$ cat src/design/ffla_pkg.sv
// ----------------------------------------------------------------------------
// ffla_pkg
// Shared types and constants for the free-list chunk allocator: header
// layout, status codes, sequencer states and the shared adder interface.
// ----------------------------------------------------------------------------
package ffla_pkg;

  localparam int REGION_BYTES = 256;
  localparam int OFF_W        = 8;
  localparam int LEN_W        = 9;
  localparam int CNT_W        = 9;
  localparam int ALU_W        = 10;
  localparam int HDR_W        = 2 + LEN_W;

  localparam logic [LEN_W-1:0] REGION_LEN = LEN_W'(REGION_BYTES);
  localparam logic [CNT_W-1:0] RING_DEPTH = CNT_W'(REGION_BYTES);

  localparam logic [1:0] HDR_UNSET = 2'd0;
  localparam logic [1:0] HDR_BUSY  = 2'd1;
  localparam logic [1:0] HDR_FREE  = 2'd2;

  typedef struct packed {
    logic [1:0]       st;
    logic [LEN_W-1:0] len;
  } hdr_t;

  typedef enum logic [1:0] {
    ALU_ADD,
    ALU_ADD_SAT,
    ALU_SUB_SAT
  } alu_op_e;

  typedef struct packed {
    alu_op_e          op;
    logic [ALU_W-1:0] a;
    logic [ALU_W-1:0] b;
  } alu_req_t;

  typedef enum logic [3:0] {
    ST_IDLE,
    ST_A_POP,
    ST_A_KEY,
    ST_A_HDR,
    ST_A_NB,
    ST_A_CLR,
    ST_A_DEC,
    ST_A_SPL,
    ST_A_REST,
    ST_A_FT,
    ST_F_HDR,
    ST_F_CHK,
    ST_F_NB,
    ST_F_MARK,
    ST_RESP
  } state_e;

endpackage

$ cat src/design/ffla_alu.sv
// ----------------------------------------------------------------------------
// ffla_alu
// Shared add/subtract unit with saturation, reused by several steps of the
// allocator sequencer.
// ----------------------------------------------------------------------------
module ffla_alu import ffla_pkg::*; (
  input  alu_req_t         req_i,
  output logic [ALU_W-1:0] y_o
);

  localparam logic [ALU_W:0] SAT = (ALU_W+1)'(REGION_BYTES);

  logic [ALU_W:0] sum;

  assign sum = {1'b0, req_i.a} + {1'b0, req_i.b};

  always_comb begin
    unique case (req_i.op)
      ALU_ADD:     y_o = sum[ALU_W-1:0];
      ALU_ADD_SAT: y_o = (sum > SAT) ? SAT[ALU_W-1:0] : sum[ALU_W-1:0];
      ALU_SUB_SAT: y_o = (req_i.a >= req_i.b) ? (req_i.a - req_i.b) : '0;
      default:     y_o = '0;
    endcase
  end

endmodule

$ cat config.mk
export PLATFORM = sky130hd
export DESIGN_NAME = ffla_alu
export DESIGN_NICKNAME = d
export VERILOG_FILES = /design/src/design/ffla_pkg.sv /design/src/design/ffla_alu.sv
export SDC_FILE = /design/constraint.sdc
export NUM_CORES = 1
export LEC_CHECK = 0
export ABC_AREA = 1
export BUFFER_PORTS_ARGS = -buffer_cell sky130_fd_sc_hd__clkbuf_2
export CORE_MARGIN = 2
export CORE_UTILIZATION = 62
export DETAILED_ROUTE_END_ITERATION = 10
export GPL_TIMING_DRIVEN = 1
export PLACE_DENSITY = 0.95
export SYNTH_ARGS = -nofsm -noshare
export SYNTH_HDL_FRONTEND = slang
export SYNTH_SLANG_ARGS = --single-unit
$ cat constraint.sdc
create_clock -name vclk -period 2.74
set_input_delay 0.274 -clock vclk [all_inputs]
set_output_delay 0.274 -clock vclk [all_outputs]
set_load 0.02 [all_outputs]
# ---- After elaboration in Yosys (flattened, before gate mapping)
# Cells that the tools add are included.
# W data, S select, Z words.
dict set report word_totals {
  reg_bits 0
  out_inout_bits 10
  elab_cells 10
}
dict set report op_classes {
  addsub 2
  n_lt_le_gt_ge 2
  eq_ne 2
  n_mux 3
  n_reduce_logical 1
}
# cell count
set op_table {}
lappend op_table {{$pmux W10 S3} 1}
lappend op_table {{$mux W10} 2}
lappend op_table {{$add A10 B10 Y11} 1}
lappend op_table {{$gt A11 B9 Y1 const B} 1}
lappend op_table {{$ge A10 B10 Y1} 1}
lappend op_table {{$sub A10 B10 Y10} 1}
lappend op_table {{$eq A2 B1 Y1 const B} 1}
lappend op_table {{$eq A2 B2 Y1 const B} 1}
lappend op_table {{$logic_not A2 Y1} 1}

# ---- Logic depth before layout (Yosys ltp)
dict set report depth {
  ltp_word 4
  depth_mapped 17
}

# ---- Least setup slack after synthesis
# Ideal clock, no wire load.
dict set report synth_path {
  kind {input to output}
  from {in req_i[7] (netlist bit)}
  to {out y_o[9]}
  arrival_time_ns 1.818
  path_slack_ns 0.648
  path_stages 10
  n_path_buf 1
  path_cell_list {inv_1 ha_1 buf_2 inv_2 o21bai_1 inv_1 o21a_1 o2111ai_1 nand2_1 o21ai_0}
}
dict set report synth_between {
  elab_chain_cells 4
}
# element line
set synth_lines {}
lappend synth_lines {{start: declaration} ffla_alu.sv:7} ;# input alu_req_t req_i,
lappend synth_lines {{$add A10 B10 Y11} ffla_alu.sv:15} ;# assign sum = {1'b0, req_i.a} + {1'b0, req_i.b};
lappend synth_lines {{$gt A11 B9 Y1} ffla_alu.sv:20} ;# ALU_ADD_SAT: y_o = (sum > SAT) ? SAT[ALU_W-1:0] : sum[ALU_W-1:0];
lappend synth_lines {{$mux W10} ffla_alu.sv:20}
lappend synth_lines {{$pmux W10 S3 (*)} ffla_alu.sv:18} ;# unique case (req_i.op)
lappend synth_lines {{end: declaration} ffla_alu.sv:8} ;# output logic [ALU_W-1:0] y_o
# Every way passes the cells marked *; elsewhere a longest branch is shown, timed or not.

# ---- Worst setup path in the final report
dict set report layout_path {
  from {in req_i[0] (netlist bit)}
  to {out y_o[3]}
}
# Same word-level chain as after synthesis.

==> metrics.txt <==
Peak VDD IR=168.7 uV; DR vias/cell=5.197; Hold Fails Final Rpt=0; post-cts hold buffer count=0; Worst EP required=2470 ps; Diodes inserted=0; outcome=finished clean; die area=2523 sq um; Switch Pwr=226.2 uW; YS warnings=0; Slowest-stage cell, CP=fa_1; switching share of power=0.6528; vias in the first global route=1338; Comb pwr share=1.000; fill count=187; setup_tns=0 ps; worst path arrival time=2120 ps; FF/Latch Area=0 sq um; initial antenna violation count=0; Synth Area in Adders=0.2191; Tmin final=2396 ps; # Post-CTS Setup Buffers=0; post-synthesis sequential area ratio=0; crit-path max FO=7; largest family of logic cells by synthesized area=simple AND/OR/NAND/NOR gates; CTS resizes=0; relative slew slack=0.7541; clk_buf instances=0; Total Wirelength=3.051 mm; fraction of layout cells with a size suffix above 1=0.2132; global-route wire length before repair=5.313 mm; TritonRoute pass-1 iters=4; Post-Syn Nets=289; DRC Markers=0; Worst Setup End Kind=primary output; starting density of the core=0.6686; Placed Cells=299; Port Buffers=32; global-route usage over all layers=0.2575; crit path launch type=input port; final core utilization=0.7513; met3 GRT Util=0.01190; Worst Tran Pin Value=365.7 ps; Core Area=1982 sq um; Cell Chain, Critical Path=clkbuf_2, ha_1, inv_1, fa_1, inv_1, nand2_1, nand2_1, nand2_1, nand2_1, nand3_1, nor2_1, nand2_1, nand2_2, nand2_2, nand2_4, nand2_1, nand2_1, clkbuf_2; GR Util met2=0.4496; pin count of the biggest net entering global routing=11; slowest cell delay on critical path=440 ps; Routability Congestion=0.9579; worst path bufs/invs=4; Final setup viols=0; Fin Hold WS=903.4 ps; pwr dens=232.8 nW/um^2; crit path kind=in2out; Die H=50.23 um; max_cap viols=0; via count=1554; gr busiest metal=met2; post-route ant nets=0; Non-Filler Instances=299; Synth area leaders=nand2_1 (21%), ha_1 (19%), inv_1 (11%); seq_cells=0; Max Clk Rate=417.4 MHz; # rows=16; Reg power frac=0; leading area contributor after synthesis=nand2_1; LEAKAGE=0.9248 nW; Final Slew Violations=0; RSZ-0062 raised after global routing=false; DP HPWL=2.702 mm; post-synthesis compound-gate area fraction=0.1228; fin nets=318; Die Span X=50.23 um; xor/xnor cell area share of the yosys netlist=0.03966; GR Overflow Total=0; IO Pins=32; Synth Area in Simple Gates=0.4655; most frequent CP cell=nand2_1; initial DRC count=58; per-cell routed wire length=10.20 um; mux contribution to synthesized area=0; met1 Use GR=0.3664; area of the multi-input gates=1122 sq um; Area Growth Syn to Fin=12.37%; Synth cell types=25; Gate Count Post-Synth=245; delay-heaviest family, CP=simple AND/OR/NAND/NOR gates; share of the synthesized area in the top cell type=0.2125; syn_area_per_cell=5.408 sq um; Clk network pwr share=0; Worst Hold Class=in2out; P_int=120.3 uW; period utilization=0.8744; Cell Area, Synth=1325 sq um; total power=346.6 uW
-- final timing paths --
| path | from | to | slack [ps] | depth (start not counted) |
|---|---|---|---|---|
| setup / recovery | req_i[0] | y_o[3] | 340 | 18 |
| hold / removal | req_i[21] | y_o[8] | 900 | 3 |
-- per-layer routing --
layer / up-vias / share of wire
met2: 51 / 0.47
met1: 683 / 0.46
met4: 0 / 0
met3: 0 / 0.075
li1: 820 / -
met5: - / 0
-- cells in the final DEF (no fill, tap or decap), drive strengths merged --
master	n
nand2	85
inv	46
clkbuf	32
nor2	26
nand3	21
ha	20
a21oi	14
o21ai	7
xor2	6
nor3	4
nand4	4
o21bai	2
fa	2
o21a	1
o2111ai	1
o31ai	1
-- layout make-up --
| type | instances | area share |
|---|---|---|
| Inverter | 46 | 0.1160 |
| Multi-Input combinational cell | 194 | 0.7538 |
| Tap cell | 27 | 0.02269 |
| Timing Repair Buffer | 32 | 0.1076 |
-- stage by stage --
| stage | setup WS (ps) | cell area [sq um] |
|---|---|---|
| finish | 344.1 | 1489 |
| global route | 100.7 | 1489 |
| CTS | 347.7 | 1489 |
| detailed placement | 351.8 | 1489 |
| global placement | 378.1 | 1489 |
| floorplan | 648.3 | 1325 |
-- Yosys cell counts, drive strengths merged --
cell,count
o31ai,1
nor2,26
nand4,4
ha,20
o21bai,2
o2111ai,1
xor2,6
a21oi,14
o21ai,7
o21a,1
nor3,4
nand3,21
buf,5
nand2,85
inv,46
fa,2
-- power groups by stage --
| stage | Combinational, mW | Sequential (mW) | Clock (mW) |
|---|---|---|---|
| after floorplan | 0.260 | 0 | 0 |
| after global placement | 0.335 | 0 | 0 |
| after detailed placement | 0.343 | 0 | 0 |
| after CTS | 0.343 | 0 | 0 |
| after global routing | 0.391 | 0 | 0 |
| final | 0.347 | 0 | 0 |
-- tightest hold or removal path, stage by stage --
cell	delay (ps)
clkbuf_2	130
o21ai_1	80
clkbuf_2	140
-- cells by family (layout without fill, tap and decap cells) --
logic type,count (synthesis),count (layout)
simple gates,140,140
buf+inv,51,78
compound gates,26,26
fa+ha+maj,22,22
xor+xnor,6,6
(Power assumes the default switching activity.)
